File: config.mk
export PLATFORM = sky130hd
export DESIGN_NAME = servo_packet_deframer_crc16
export DESIGN_NICKNAME = d
export VERILOG_FILES = /design/src/spd_pkg.sv /design/src/spd_param_ram.sv /design/src/spd_framer.sv /design/src/spd_emitter.sv /design/src/servo_packet_deframer_crc16.sv
export SDC_FILE = /design/constraint.sdc
export NUM_CORES = 1
export LEC_CHECK = 0
export BUFFER_PORTS_ARGS = -buffer_cell sky130_fd_sc_hd__buf_2
export CORE_AREA = 2 2 257 259
export DETAILED_ROUTE_END_ITERATION = 12
export DIE_AREA = 0 0 259 261
export PLACE_DENSITY = 0.64
export RECOVER_POWER = 50
export REMOVE_ABC_BUFFERS = 1
export SYNTH_ARGS = -nofsm -noshare
export SYNTH_HDL_FRONTEND = slang
export SYNTH_SLANG_ARGS = --single-unit
File: constraint.sdc
create_clock -name clock -period 4.7 [get_ports clock]
set_input_delay 0 -clock clock [delete_from_list [all_inputs] [get_ports clock]]
set_output_delay 0 -clock clock [all_outputs]
set_load 0.05 [all_outputs]
File: src/spd_pkg.sv
// Shared constants, types and CRC function for the servo packet deframer.
`timescale 1ns / 1ps
package spd_pkg;

   localparam int MAX_PARAMS_DEF = 64;
   localparam int CNT_W          = 6;
   localparam int POS_W          = 7;

   localparam logic [7:0]  HDR_SYNC     = 8'hFF;
   localparam logic [7:0]  HDR_MARK     = 8'hFD;
   localparam logic [7:0]  HDR_RSVD     = 8'h00;
   localparam logic [15:0] CRC_POLY     = 16'h8005;
   localparam logic [15:0] LEN_OVERHEAD = 16'd3;

   // packet handed from the framer to the emitter on a good check
   typedef struct packed {
      logic             start;
      logic [7:0]       id;
      logic [7:0]       instr;
      logic [CNT_W-1:0] count;
   } spd_pkt_type;

   typedef struct packed {
      logic             en;
      logic [CNT_W-1:0] addr;
      logic [7:0]       data;
   } spd_wr_type;

   typedef struct packed {
      logic             en;
      logic [CNT_W-1:0] addr;
   } spd_rd_type;

   // CRC-16, poly 0x8005, MSB first, one byte
   function automatic logic [15:0] crc16_byte(input logic [15:0] crc, input logic [7:0] data);
      logic [15:0] c;
      c = crc ^ {data, 8'h00};
      for (int k = 0; k < 8; k++) begin
         c = c[15] ? ((c << 1) ^ CRC_POLY) : (c << 1);
      end
      return c;
   endfunction

endpackage

File: src/spd_param_ram.sv
// Parameter byte store: one write port, one registered read port.
`timescale 1ns / 1ps
module spd_param_ram
   import spd_pkg::*;
#(
   parameter int DEPTH = MAX_PARAMS_DEF
) (
   input  logic       clock,
   input  spd_wr_type wr,
   input  spd_rd_type rd,
   output logic [7:0] rdata
);

   localparam int AW = $clog2(DEPTH);

   logic [7:0] mem [DEPTH];
   logic [7:0] rdata_ff;

   always_ff @(posedge clock) begin
      if (wr.en) begin
         mem[wr.addr[AW-1:0]] <= wr.data;
      end
   end

   always_ff @(posedge clock) begin
      if (rd.en) begin
         rdata_ff <= mem[rd.addr[AW-1:0]];
      end
   end

   assign rdata = rdata_ff;

endmodule

File: src/spd_framer.sv
// Byte framer: header hunt, field capture, CRC and parameter store writes.
`timescale 1ns / 1ps
module spd_framer
   import spd_pkg::*;
#(
   parameter int MAX_PARAMS = MAX_PARAMS_DEF
) (
   input  logic        clock,
   input  logic        reset,
   input  logic        byte_acc,
   input  logic [7:0]  byte_data,
   output spd_wr_type  wr,
   output spd_pkt_type pkt
);

   localparam logic [POS_W-1:0] POS_HDR_MARK = POS_W'(2);
   localparam logic [POS_W-1:0] POS_HDR_RSVD = POS_W'(3);
   localparam logic [POS_W-1:0] POS_ID       = POS_W'(4);
   localparam logic [POS_W-1:0] POS_LEN_LO   = POS_W'(5);
   localparam logic [POS_W-1:0] POS_LEN_HI   = POS_W'(6);
   localparam logic [POS_W-1:0] POS_INSTR    = POS_W'(7);
   localparam logic [POS_W-1:0] POS_PARAM    = POS_W'(8);

   logic [POS_W-1:0] pos_ff, pos_in;
   logic [15:0]      crc_ff, crc_in;
   logic [7:0]       id_ff, id_in;
   logic [7:0]       len_lo_ff, len_lo_in;
   logic [7:0]       instr_ff, instr_in;
   logic [CNT_W-1:0] cnt_ff, cnt_in;
   logic [7:0]       chk_lo_ff, chk_lo_in;

   logic [POS_W-1:0] off;
   logic [15:0]      len;
   logic [15:0]      len_m3;
   logic [7:0]       want;

   assign off    = pos_ff - POS_PARAM;
   assign len    = {byte_data, len_lo_ff};
   assign len_m3 = len - LEN_OVERHEAD;
   assign want   = (pos_ff == POS_HDR_MARK) ? HDR_MARK :
                   (pos_ff == POS_HDR_RSVD) ? HDR_RSVD : HDR_SYNC;

   always_comb begin
      pos_in    = pos_ff;
      crc_in    = crc_ff;
      id_in     = id_ff;
      len_lo_in = len_lo_ff;
      instr_in  = instr_ff;
      cnt_in    = cnt_ff;
      chk_lo_in = chk_lo_ff;
      wr.en     = 1'b0;
      wr.addr   = off[CNT_W-1:0];
      wr.data   = byte_data;
      pkt.start = 1'b0;
      pkt.id    = id_ff;
      pkt.instr = instr_ff;
      pkt.count = cnt_ff;
      if (byte_acc) begin
         if (pos_ff <= POS_HDR_RSVD) begin
            if (byte_data != want) begin
               pos_in = '0;
               crc_in = '0;
            end else begin
               pos_in = pos_ff + POS_W'(1);
               crc_in = crc16_byte(crc_ff, byte_data);
            end
         end else if (pos_ff == POS_LEN_HI &&
                      (len < LEN_OVERHEAD || len_m3 >= 16'(MAX_PARAMS))) begin
            pos_in = '0;
            crc_in = '0;
         end else if (pos_ff >= POS_PARAM && off == {1'b0, cnt_ff}) begin
            // low check byte is not covered by the CRC
            chk_lo_in = byte_data;
            pos_in    = pos_ff + POS_W'(1);
         end else if (pos_ff >= POS_PARAM && off > {1'b0, cnt_ff}) begin
            pos_in    = '0;
            crc_in    = '0;
            pkt.start = ({byte_data, chk_lo_ff} == crc_ff);
         end else begin
            pos_in = pos_ff + POS_W'(1);
            crc_in = crc16_byte(crc_ff, byte_data);
            if (pos_ff == POS_ID) begin
               id_in = byte_data;
            end else if (pos_ff == POS_LEN_LO) begin
               len_lo_in = byte_data;
            end else if (pos_ff == POS_LEN_HI) begin
               cnt_in = len_m3[CNT_W-1:0];
            end else if (pos_ff == POS_INSTR) begin
               instr_in = byte_data;
            end else begin
               wr.en = 1'b1;
            end
         end
      end
   end

   always_ff @(posedge clock) begin
      if (reset) begin
         pos_ff <= '0;
         crc_ff <= '0;
      end else begin
         pos_ff <= pos_in;
         crc_ff <= crc_in;
      end
   end

   always_ff @(posedge clock) begin
      id_ff     <= id_in;
      len_lo_ff <= len_lo_in;
      instr_ff  <= instr_in;
      cnt_ff    <= cnt_in;
      chk_lo_ff <= chk_lo_in;
   end

endmodule

File: src/spd_emitter.sv
// Result sequencer: reads buffered parameters back and drives the result register.
`timescale 1ns / 1ps
module spd_emitter
   import spd_pkg::*;
(
   input  logic             clock,
   input  logic             reset,
   input  spd_pkt_type      pkt,
   input  logic [7:0]       rdata,
   output spd_rd_type       rd,
   output logic             busy,
   output logic             rsp_valid,
   input  logic             rsp_stall,
   output logic [7:0]       rsp_packet_id,
   output logic [7:0]       rsp_instruction_code,
   output logic [CNT_W-1:0] rsp_param_count,
   output logic             rsp_param_present,
   output logic [CNT_W-1:0] rsp_param_index,
   output logic [7:0]       rsp_param_value,
   output logic             rsp_last_of_packet
);

   logic             busy_ff, busy_in;
   logic [7:0]       id_ff, id_in;
   logic [7:0]       instr_ff, instr_in;
   logic [CNT_W-1:0] cnt_ff, cnt_in;
   logic [CNT_W-1:0] idx_ff, idx_in;

   logic             pend_ff, pend_in;
   logic             pend_present_ff, pend_present_in;
   logic [CNT_W-1:0] pend_idx_ff, pend_idx_in;
   logic             pend_last_ff, pend_last_in;

   logic             out_valid_ff, out_valid_in;
   logic [7:0]       out_id_ff, out_id_in;
   logic [7:0]       out_instr_ff, out_instr_in;
   logic [CNT_W-1:0] out_cnt_ff, out_cnt_in;
   logic             out_present_ff, out_present_in;
   logic [CNT_W-1:0] out_idx_ff, out_idx_in;
   logic [7:0]       out_value_ff, out_value_in;
   logic             out_last_ff, out_last_in;

   logic issue;
   logic empty_pkt;
   logic is_last;

   assign empty_pkt = (cnt_ff == '0);
   assign is_last   = empty_pkt || (idx_ff + CNT_W'(1) == cnt_ff);
   // one read in flight at a time; issue only when the result register frees up
   assign issue     = busy_ff && !pend_ff && (!out_valid_ff || !rsp_stall);

   assign rd.en   = issue && !empty_pkt;
   assign rd.addr = idx_ff;

   always_comb begin
      busy_in         = busy_ff;
      id_in           = id_ff;
      instr_in        = instr_ff;
      cnt_in          = cnt_ff;
      idx_in          = idx_ff;
      pend_in         = 1'b0;
      pend_present_in = pend_present_ff;
      pend_idx_in     = pend_idx_ff;
      pend_last_in    = pend_last_ff;
      if (pkt.start) begin
         busy_in  = 1'b1;
         id_in    = pkt.id;
         instr_in = pkt.instr;
         cnt_in   = pkt.count;
         idx_in   = '0;
      end else if (issue) begin
         pend_in         = 1'b1;
         pend_present_in = !empty_pkt;
         pend_idx_in     = idx_ff;
         pend_last_in    = is_last;
         idx_in          = idx_ff + CNT_W'(1);
         if (is_last) begin
            busy_in = 1'b0;
         end
      end
   end

   always_comb begin
      out_valid_in   = out_valid_ff;
      out_id_in      = out_id_ff;
      out_instr_in   = out_instr_ff;
      out_cnt_in     = out_cnt_ff;
      out_present_in = out_present_ff;
      out_idx_in     = out_idx_ff;
      out_value_in   = out_value_ff;
      out_last_in    = out_last_ff;
      if (pend_ff) begin
         out_valid_in   = 1'b1;
         out_id_in      = id_ff;
         out_instr_in   = instr_ff;
         out_cnt_in     = cnt_ff;
         out_present_in = pend_present_ff;
         out_idx_in     = pend_idx_ff;
         out_value_in   = pend_present_ff ? rdata : 8'h00;
         out_last_in    = pend_last_ff;
      end else if (out_valid_ff && !rsp_stall) begin
         out_valid_in = 1'b0;
      end
   end

   always_ff @(posedge clock) begin
      if (reset) begin
         busy_ff      <= 1'b0;
         pend_ff      <= 1'b0;
         out_valid_ff <= 1'b0;
      end else begin
         busy_ff      <= busy_in;
         pend_ff      <= pend_in;
         out_valid_ff <= out_valid_in;
      end
   end

   always_ff @(posedge clock) begin
      id_ff           <= id_in;
      instr_ff        <= instr_in;
      cnt_ff          <= cnt_in;
      idx_ff          <= idx_in;
      pend_present_ff <= pend_present_in;
      pend_idx_ff     <= pend_idx_in;
      pend_last_ff    <= pend_last_in;
      out_id_ff       <= out_id_in;
      out_instr_ff    <= out_instr_in;
      out_cnt_ff      <= out_cnt_in;
      out_present_ff  <= out_present_in;
      out_idx_ff      <= out_idx_in;
      out_value_ff    <= out_value_in;
      out_last_ff     <= out_last_in;
   end

   assign busy                 = busy_ff;
   assign rsp_valid            = out_valid_ff;
   assign rsp_packet_id        = out_id_ff;
   assign rsp_instruction_code = out_instr_ff;
   assign rsp_param_count      = out_cnt_ff;
   assign rsp_param_present    = out_present_ff;
   assign rsp_param_index      = out_idx_ff;
   assign rsp_param_value      = out_value_ff;
   assign rsp_last_of_packet   = out_last_ff;

endmodule

File: src/servo_packet_deframer_crc16.sv
// Servo packet deframer with CRC-16 check: top level.
//
// Received bytes are taken one per clock while a packet is being hunted for or
// received; header FF FF FD 00, id, 16-bit length, instruction, parameters and a
// little-endian CRC-16 (0x8005, init 0) are checked on the fly and parameter bytes
// are written into a single-port-write parameter RAM. After a packet with a good
// check, req_stall goes high while the result sequencer reads the RAM back: each
// result is one RAM read followed by one load of the result register, and the next
// read waits for that load; a packet with no parameters still gives one result. The
// input is held until the last read is issued, and longer while rsp_stall holds a
// waiting result. A bad or malformed packet produces no results and never stalls
// the input. The RAM needs no clearing pass; only entries written by the current
// packet are read.
`timescale 1ns / 1ps
module servo_packet_deframer_crc16
   import spd_pkg::*;
#(
   parameter int MAX_PARAMS = MAX_PARAMS_DEF
) (
   input  logic             clock,
   input  logic             reset,
   input  logic             req_valid,
   output logic             req_stall,
   input  logic [7:0]       req_rx_byte,
   output logic             rsp_valid,
   input  logic             rsp_stall,
   output logic [7:0]       rsp_packet_id,
   output logic [7:0]       rsp_instruction_code,
   output logic [CNT_W-1:0] rsp_param_count,
   output logic             rsp_param_present,
   output logic [CNT_W-1:0] rsp_param_index,
   output logic [7:0]       rsp_param_value,
   output logic             rsp_last_of_packet
);

   logic        busy;
   logic        byte_acc;
   spd_wr_type  wr;
   spd_rd_type  rd;
   spd_pkt_type pkt;
   logic [7:0]  rdata;

   assign req_stall = busy;
   assign byte_acc  = req_valid && !busy;

   spd_framer #(
      .MAX_PARAMS(MAX_PARAMS)
   ) u_framer (
      .clock     (clock),
      .reset     (reset),
      .byte_acc  (byte_acc),
      .byte_data (req_rx_byte),
      .wr        (wr),
      .pkt       (pkt)
   );

   spd_param_ram #(
      .DEPTH(MAX_PARAMS)
   ) u_param_ram (
      .clock (clock),
      .wr    (wr),
      .rd    (rd),
      .rdata (rdata)
   );

   spd_emitter u_emitter (
      .clock                (clock),
      .reset                (reset),
      .pkt                  (pkt),
      .rdata                (rdata),
      .rd                   (rd),
      .busy                 (busy),
      .rsp_valid            (rsp_valid),
      .rsp_stall            (rsp_stall),
      .rsp_packet_id        (rsp_packet_id),
      .rsp_instruction_code (rsp_instruction_code),
      .rsp_param_count      (rsp_param_count),
      .rsp_param_present    (rsp_param_present),
      .rsp_param_index      (rsp_param_index),
      .rsp_param_value      (rsp_param_value),
      .rsp_last_of_packet   (rsp_last_of_packet)
   );

endmodule
Word-level counts from Yosys, hierarchy flattened

Memories as Yosys holds them, arrays and structs flattened. A register that Yosys moved wholly into a read port is not among the register bits.
Index checks and enable logic that the tools add are counted.
W data, S select, Z words.

Register bits after elaboration: 138
Bits in latches: 0
Memory bits (writable): 512
Bits in read-only memories: 0
Input bits: 12
Output and inout port bits: 40
Memories: 1

$add $sub $neg: 4
Multiply operators: 0
Div/mod/pow operators: 0
$lt $le $gt $ge: 5
Equal/unequal tests: 11
Shifts and indexed selects: 0
Muxes and demuxes: 42
Bitwise operators: 17
Reductions and logical operators: 29

Memories:

| memory          | words | width | rd ports | clocked after Yosys merged registers in | wr ports | RTL line            | source |
|---|---|---|---|---|---|---|---|
| u_param_ram.mem | 64    | 8     | 1        | 1                                       | 1        | spd_param_ram.sv:16 | `logic [7:0] mem [DEPTH];` |

Operators by type and width:

| kind                    | count |
|---|---|
| $mux W16                | 13 |
| $mux W7                 | 5 |
| $eq A7 B3 Y1 const B    | 4 |
| $not A3 Y3              | 8 |
| $mux W1                 | 22 |
| $eq A16 B16 Y1          | 1 |
| $ge A16 B7 Y1 const B   | 1 |
| $lt A16 B2 Y1 const B   | 1 |
| $mux W8                 | 2 |
| $sub A16 B2 Y16 const B | 1 |
| $xor A16 B16 Y16        | 1 |
| $eq A7 B2 Y1 const B    | 2 |
| $reduce_and A9 Y1       | 1 |
| $logic_and A1 B1 Y1     | 8 |
| $ne A8 B8 Y1            | 1 |
| $not A1 Y1              | 8 |
| $reduce_and A8 Y1       | 1 |
| $add A7 B1 Y7 const B   | 1 |
| $eq A7 B6 Y1            | 1 |
| $ge A7 B4 Y1 const B    | 1 |
| $gt A7 B6 Y1            | 1 |
| $le A7 B2 Y1 const B    | 1 |
| $reduce_and A7 Y1       | 1 |
| $sub A7 B4 Y7 const B   | 1 |
| 11 further kinds        | 21 |

Longest topological paths before layout

Gate-level depths: netlist (run 1).

Word-level depth: 21
Mapped depth: 14
Mapped depth without buffers: 12

Modules after synthesis

From an unflattened synthesis (run 1), not the netlist that was laid out.

Cell total of the unflattened synthesis: 1381
Area total of the unflattened synthesis: 26151.3 sq um

By module, submodules not included:

| module                      | times used | cells an instance | area an instance (sq um) | seq. area each (sq um) |
|---|---|---|---|---|
| spd_param_ram               | 1          | 940               | 20241.9                  | 15615.0 |
| spd_framer                  | 1          | 297               | 3238.1                   | 1601.5 |
| spd_emitter                 | 1          | 143               | 2657.5                   | 2222.1 |
| servo_packet_deframer_crc16 | 1          | 1                 | 13.8                     | 0.0 |

Least setup slack after synthesis (run 1)

Ideal clock, no wire load.

Path type: register -> register
From: register u_framer.pos_ff[3]
To: memory u_param_ram.mem[35][0] (enable)
Library setup time: 370 ps
Arrival: 3221 ps
Data required time: 4330 ps
Path slack: 1108 ps
Stages on the path, launching flop included: 13
Clock period less this slack: 3592 ps
Cell sequence: dfxtp_1 > buf_2 > inv_1 > ha_1 > xnor2_1 > inv_1 > ha_1 > a2111oi_1 > a31oi_1 > nor4_1 > and2_1 > nand3_1 > nor2_1

Word-level cells in the longest chain between the ends: 12
Elaborated cells on any way between the ends: 23
Classes of those cells: 1 x add/sub; 3 x order compare; 5 x eq/ne; 11 x mux; 3 x reduce/logical

RTL lines:

| item                                                   | RTL line            | source |
|---|---|---|
| start: declaration                                     | spd_framer.sv:24    | `logic [POS_W-1:0] pos_ff, pos_in;` |
| start signal: assignment                               | spd_framer.sv:102   | `pos_ff <= pos_in;` |
| branches (longest 12 deep; another with $sub A7 B4 Y7) | --                  |  |
| end: declaration                                       | spd_param_ram.sv:16 |  |

Several ways; the timed one is not identified.

Worst setup path after layout (run 1)

From: register u_framer.pos_ff[3]
To: memory u_param_ram.mem[39][2] (enable)

Same word-level chain as after synthesis.

==> qor.yml, run 1 <==
run_status:
  status: "complete, but fails checks"
  violations: "capacitance limit, slew limit"
place:
  hpwl_um: 35800
  dp_cells: 2191
  dpl_cell_area_um2: 27400
  port_buffers: 51
  post-place-ws_ns: 0.290
  gp_congestion: 0.840
cells_and_area:
  register_area_um2: 19400
  syn2layout_area_growth_pct: 15.0
  multi_input_area_um2: 5960
  final_cells: 2323
  nets: 1433
  final_util_pct: 45.5
  drive_gt1_share_pct: 24.2
  fin_area_um2: 29600
  nFillCells: 5421
yosys:
  ys_async_sr_fraction_pct: 0
  ys_warn_count: 0
  seq_area_frac_synth_pct: 75.6
  synthFlopType: "edfxtp_1"
  syn_area_um2: 25700
  ys_ff_latch: 658
  synth_top_area_share_pct: 73.1
  synth_edf_count: 626
  synth.top_cells.by_area: "edfxtp_1, mux4_2, dfxtp_1, nor2_1, xnor2_1"
  synthCells: 1260
  synth_area_leader_cell: "edfxtp_1"
  avgSynthCellArea_um2: 20.4
  ys_top_cells_by_count: "edfxtp_1, mux4_2, nor2_1"
  synth_cell_types: 60
  synth_most_common_cell: "edfxtp_1"
routing:
  wire_per_inst_um: 25.2
  drt-total-wl_um: 58400
  viasPerCell: 5.48
  first_iter_violations: 1360
  drc: 0
  ant_nets: 0
  dr.pass1.iters: 7
  vias: 12700
worst_setup_path:
  cp-start-kind: "flip-flop"
  cpLargestDelayFamily: "simple AND/OR/NAND/NOR gates"
  path_class: "reg2reg"
  r2r_start: "u_framer.pos_ff[3]"
  critPathMaxFanout: 10
  required_ns: 4.93
  cp_slowest_cell: "nor2_1"
  endpoint_kind: "flip-flop"
  crit_arrival_ns: 4.77
  crit_buf_inv: 2
  crit_path_start: "u_framer.pos_ff[3]"
  cp_cell_sequence: "inv_1, ha_1, xnor2_1, inv_1, ha_1, a2111oi_1, a31oi_1, nor4_1, and2_1, nand3_1, nor2_1"
  max_stage_delay_ns: 0.70
grt:
  antenna_found_initial: 1
  grt_max_degree: 89
  grt-busiest-layer: "met2"
  grt_use_met2_pct: 27.3
  met1_usage_pct: 25.6
  grt_pass1_wl_um: 86500
  grt_pass1_vias: 12700
  grt_usage_pct: 17.5
  grtUsageMet3_pct: 3.16
  grt_overflow: 0
sta:
  drv_slew: 405
  rsz0062_at_grt: "yes"
  fin_ws_ns: 0.155
  max_slew_margin_pct: -80.2
  fin_crit_ns: 4.54
  timing.final.crit_share_pct: 96.7
  worstMarginPinSlew_ns: 2.70
  fin_worst_skew_ns: 0.0229
  finalHoldViolCount: 0
  fmax_ghz: 0.220
  setup_viol: 0
clocking:
  root_buffer: "clkbuf_16"
  cts_tree: "done"
  clkLatencyLatePin_ns: 0.60
  cts_buffers: 67
  cts.path.max_buffers: 3
  cts_max_level: 3
  clkTransAtPathRegs_ns: 0.06
  cts.sink_count: 658
floorplanning:
  die_h_um: 261
  rows: 94
  dieArea_um2: 67600
  die_w_um: 259
  initial_core_util_pct: 39.5
  core_um2: 65000
  ios: 52
pwr:
  power.total_uw: 11800
  peakVddDrop_mv: 0.254
  p_leak_uw: 0.00908
  power.density_nw_per_um2: 399
worst_hold_path:
  min_from: "req_rx_byte[7]"
  hold_class: "in2reg"
flow_run:
  maxCapViolCount: 10
==> per-stage QoR <==
step	TNS, ns	hold slack [ns]
3_3_place_gp	0	0.298
4_1_cts	0	0.0164
6_report	0	0.106
2_1_floorplan	-36.36	0.0691
3_5_place_dp	0	0.304
5_1_grt	-3.76	0.143
==> cell usage in the layout (no fill, tap or decap), types with 5 or more instances in the layout <==
master,n
a211oi_1,5
a21oi_1,25
and2_0,7
and2_1,7
buf_4,62
bufinv_16,5
clkbuf_1,67
clkbuf_16,71
clkinv_1,13
clkinv_2,13
dfxtp_1,28
dlygate4sd3_1,8
edfxtp_1,626
ha_1,17
inv_1,21
mux4_2,168
nand2_1,36
nand3_1,33
nand3b_1,5
nor2_1,90
nor4_1,7
o21ai_0,5
or4_1,5
xnor2_1,29
xor2_1,15
==> final timing paths <==
kind | to | slack [ns] | depth (start not counted)
max reg2reg | u_param_ram.mem[39][2] | 0.16 | 11
min reg2reg | u_emitter.id_ff[1] | 0.42 | 0
max | u_param_ram.mem[39][2] | 0.16 | 11
min | u_framer.crc_ff[9] | 0.11 | 5
==> layout make-up <==
cell class	instances	share of cell area (%)
Sequential cell	658	65.7
Multi-Input combinational cell	524	20.1
Clock buffer	84	6.20
Tap cell	864	3.65
Timing Repair Buffer	131	2.80
Clock inverter	39	1.18
Inverter	22	0.279
Antenna cell	1	0.00846
==> worst min-delay path, stage by stage <==
cell      delay, ns
clkbuf_1       0.14
xnor2_1        0.22
xnor2_1        0.15
nand3_1        0.07
a21oi_1        0.06
==> timing repair <==
| action | in CTS | in global routing |
|---|---|---|
| endpoints found under the setup margin | 0 | 56 |
| hold buffers | 8 | 0 |
| endpoints found under the hold margin | 55 | 0 |
| buffers inserted | 0 | 0 |
| gates resized for setup | 0 | 1 |
==> routing by layer <==
metal	vias up	routed length [um]	share of wire (%)
met1	6697	25400	43
met5	-	0	0
met4	0	1430	2.5
li1	5431	-	-
met2	516	27700	47
met3	96	3920	6.7
==> registers in the layout, indices dropped and copies added (netlist names), 7 cells and up <==
register,count
u_param_ram.mem,512
u_framer.crc_ff,16
u_emitter.id_ff,8
u_emitter.instr_ff,8
u_emitter.rsp_instruction_code,8
u_emitter.rsp_packet_id,8
u_emitter.rsp_param_value,8
u_framer.chk_lo_ff,8
u_framer.id_ff,8
u_framer.instr_ff,8
u_framer.len_lo_ff,8
u_param_ram.rdata,8
u_framer.pos_ff,7
==> power breakdown <==
part,internal [uW],switching [uW]
clock network,3070,2180
registers,6400,0.187
logic,27.1,130
==> logic make-up after synthesis <==
group	Yosys count	share of synthesized area, %
simple gates	226	4.35
fa+ha+maj	17	0.827
compound gates	68	1.74
mux	169	14.8
xor+xnor	44	1.50
buf+inv	78	1.26
flops	658	75.6
Power figures use the tool's default switching activity.
==> run 2, diff against run 1 <==
CORE_AREA = 2 2 183 364   (was 2 2 257 259)
DIE_AREA = 0 0 185 366   (was 0 0 259 261)
==> run 2 against run 1 <==
The flow still finishes with violations (capacitance limit, slew limit). Via count is 3.0% lower. Cell count shrank 0.47%. Non-clock buffer count increased by 9.
==> qor.yml, run 2 (synthesis gave the netlist of run 1 again) <==
sta:
  finalHoldViolCount: 0  # unchanged
  max_slew_margin_pct: -146  # was -80.2%
  rsz0062_at_grt: "yes"  # unchanged
  fin_setup_tns_ns: 0  # unchanged
  fmax_ghz: 0.231  # was 0.220 GHz
  setup_viol: 0  # unchanged
  fin_worst_skew_ns: 0.0214  # was 0.0229 ns
  drv_slew: 501  # was 405
  timing.final.crit_share_pct: 92.1  # was 96.7%
  hold_ws_ns: 0.276  # was 0.106 ns
  worstMarginPinSlew_ns: 3.69  # was 2.70 ns
  fin_crit_ns: 4.33  # was 4.54 ns
clocking:
  clkLatencyLatePin_ns: 0.60  # about the same
  root_buffer: "clkbuf_16"  # unchanged
  cts_buffers: 52  # was 67
  cts.path.max_buffers: 3  # unchanged
  cts_tree: "done"  # unchanged
  cts.sink_count: 658  # unchanged
  cts_max_level: 2  # was 3
  clkTransAtPathRegs_ns: 0.07  # was 0.06 ns
  cts_setup_buffers: 0  # unchanged
cells_and_area:
  final_common_cell: "edfxtp_1"  # unchanged
  largest_reg_flops: 512  # unchanged
  antenna_cells_inserted: 0  # was 1
  multi_input_area_um2: 6000  # was 5960 um^2
  nFillCells: 5518  # was 5421
  drive_gt1_share_pct: 23.9  # was 24.2%
  final_cells: 2312  # was 2323
  mostFrequentLayoutCells: "edfxtp_1, mux4_2, nor2_1"  # unchanged
  final_util_pct: 45.1  # was 45.5%
  syn2layout_area_growth_pct: 13.6  # was 15.0%
  register_area_um2: 19400  # about the same
  nets: 1427  # was 1433
flow_run:
  maxCapViolCount: 10  # unchanged
pwr:
  peakVddDrop_mv: 0.253  # was 0.254 mV
  power.density_nw_per_um2: 375  # was 399 nW/um^2
  p_leak_uw: 0.00887  # was 0.00908 uW
  power.total_uw: 10900  # was 11800 uW
place:
  port_buffers: 51  # unchanged
  gp_congestion: 0.822  # was 0.840
  hpwl_um: 40400  # was 35800 um
  dp_cells: 2204  # was 2191
grt:
  grt_overflow: 0  # unchanged
  grt_pass1_wl_um: 86600  # was 86500 um
  antenna_found_initial: 3  # was 1
  grt_max_degree: 72  # was 89
  grt_pass1_vias: 13100  # was 12700
  grt_usage_pct: 17.8  # was 17.5%
worst_setup_path:
  endpoint_kind: "flip-flop"  # unchanged
  crit_path_start: "u_framer.pos_ff[3]"  # unchanged
  crit_arrival_ns: 4.56  # was 4.77 ns
  path_class: "reg2reg"  # unchanged
  required_ns: 4.93  # about the same
  critPathMaxFanout: 10  # unchanged
  cp-start-kind: "flip-flop"  # unchanged
  r2r_start: "u_framer.pos_ff[3]"  # unchanged
routing:
  vias: 12400  # was 12700
  wire_per_inst_um: 25.8  # was 25.2 um
  first_iter_violations: 1061  # was 1360
  ant_nets: 0  # unchanged
  viasPerCell: 5.35  # was 5.48
  drc: 0  # unchanged
  dr.pass1.iters: 5  # was 7
  drt-total-wl_um: 59700  # was 58400 um
worst_hold_path:
  min_from: "req_rx_byte[5]"  # was req_rx_byte[7]
  hold_class: "in2reg"  # unchanged
floorplanning:
  die_w_um: 185  # was 259 um
  rows: 132  # was 94
  core_um2: 64700  # was 65000 um^2
  dieArea_um2: 67700  # was 67600 um^2
  die_h_um: 366  # was 261 um
  ios: 52  # unchanged
  initial_core_util_pct: 39.7  # was 39.5%
run_status:
  violations: "capacitance limit, slew limit"  # unchanged
  status: "complete, but fails checks"  # unchanged
==> run 2: cell types whose count changed in the layout (fill, tap and decap cells not counted), moves of 5 or more <==
cell	previous run	this run
clkinv_2	13	8
buf_4	62	68
clkbuf_16	71	53
clkbuf_1	67	61
clkinvlp_4	2	8
==> run 2: critical path, cell delays in order (launching register included) <==
cell and delay, ns:
dfxtp_1 0.53, inv_1 0.15, ha_1 0.24, xnor2_1 0.35
inv_1 0.19, ha_1 0.33, a2111oi_1 0.47, a31oi_1 0.19
nor4_1 0.39, and2_1 0.28, nand2_1 0.22, nor2_1 0.60
==> run 2: worst paths after layout <==
path / end / slack [ns] / depth (start not counted)
max: u_param_ram.mem[31][4] / 0.37 / 11
min: u_param_ram.mem[29][5] / 0.28 / 2
max reg2reg: u_param_ram.mem[31][4] / 0.37 / 11
min reg2reg: u_emitter.instr_ff[6] / 0.42 / 0
==> run 2: through the flow <==
stage	instance area, um^2	setup slack (ns)
final	29200	0.373
after global routing	29200	-0.0439
after CTS	29300	0.175
after detailed placement	27500	0.195
after global placement	27500	0.285
after floorplan	25500	-2.55
==> run 2: cell type report <==
| type | instances | area share (%) |
|---|---|---|
| timing repair buffer | 140 | 3.14 |
| sequential | 658 | 66.5 |
| multi-input combinational | 524 | 20.5 |
| inverter | 22 | 0.283 |
| tap | 871 | 3.73 |
| clock inverter | 36 | 1.13 |
| clock buffer | 61 | 4.67 |
==> run 2: metal layers <==
metal  global-route usage [%]  vias to the layer above  routed length (um)
li1                         -                     5396                   -
met1                     18.1                     6553               20000
met2                     35.6                      302               35200
met3                     1.64                      108                1890
met4                     8.07                        0                2650
met5                        0                        -                   0
==> run 2: timing repair <==
| item | CTS | global route |
|---|---|---|
| endpoints found under the setup margin | 0 | 80 |
| endpoints found under the hold margin | 69 | 0 |
| hold buffers | 11 | 0 |
| gates resized for setup | 0 | 10 |
==> run 2: report_power, final <==
group          internal (uW)  total [uW]  leakage (uW)  switching (uW)
clock                   2370        4390      0.000809            2020
combinational           28.1         160       0.00221             132
sequential              6400        6400       0.00585           0.176
total                   8800       10900       0.00887            2150
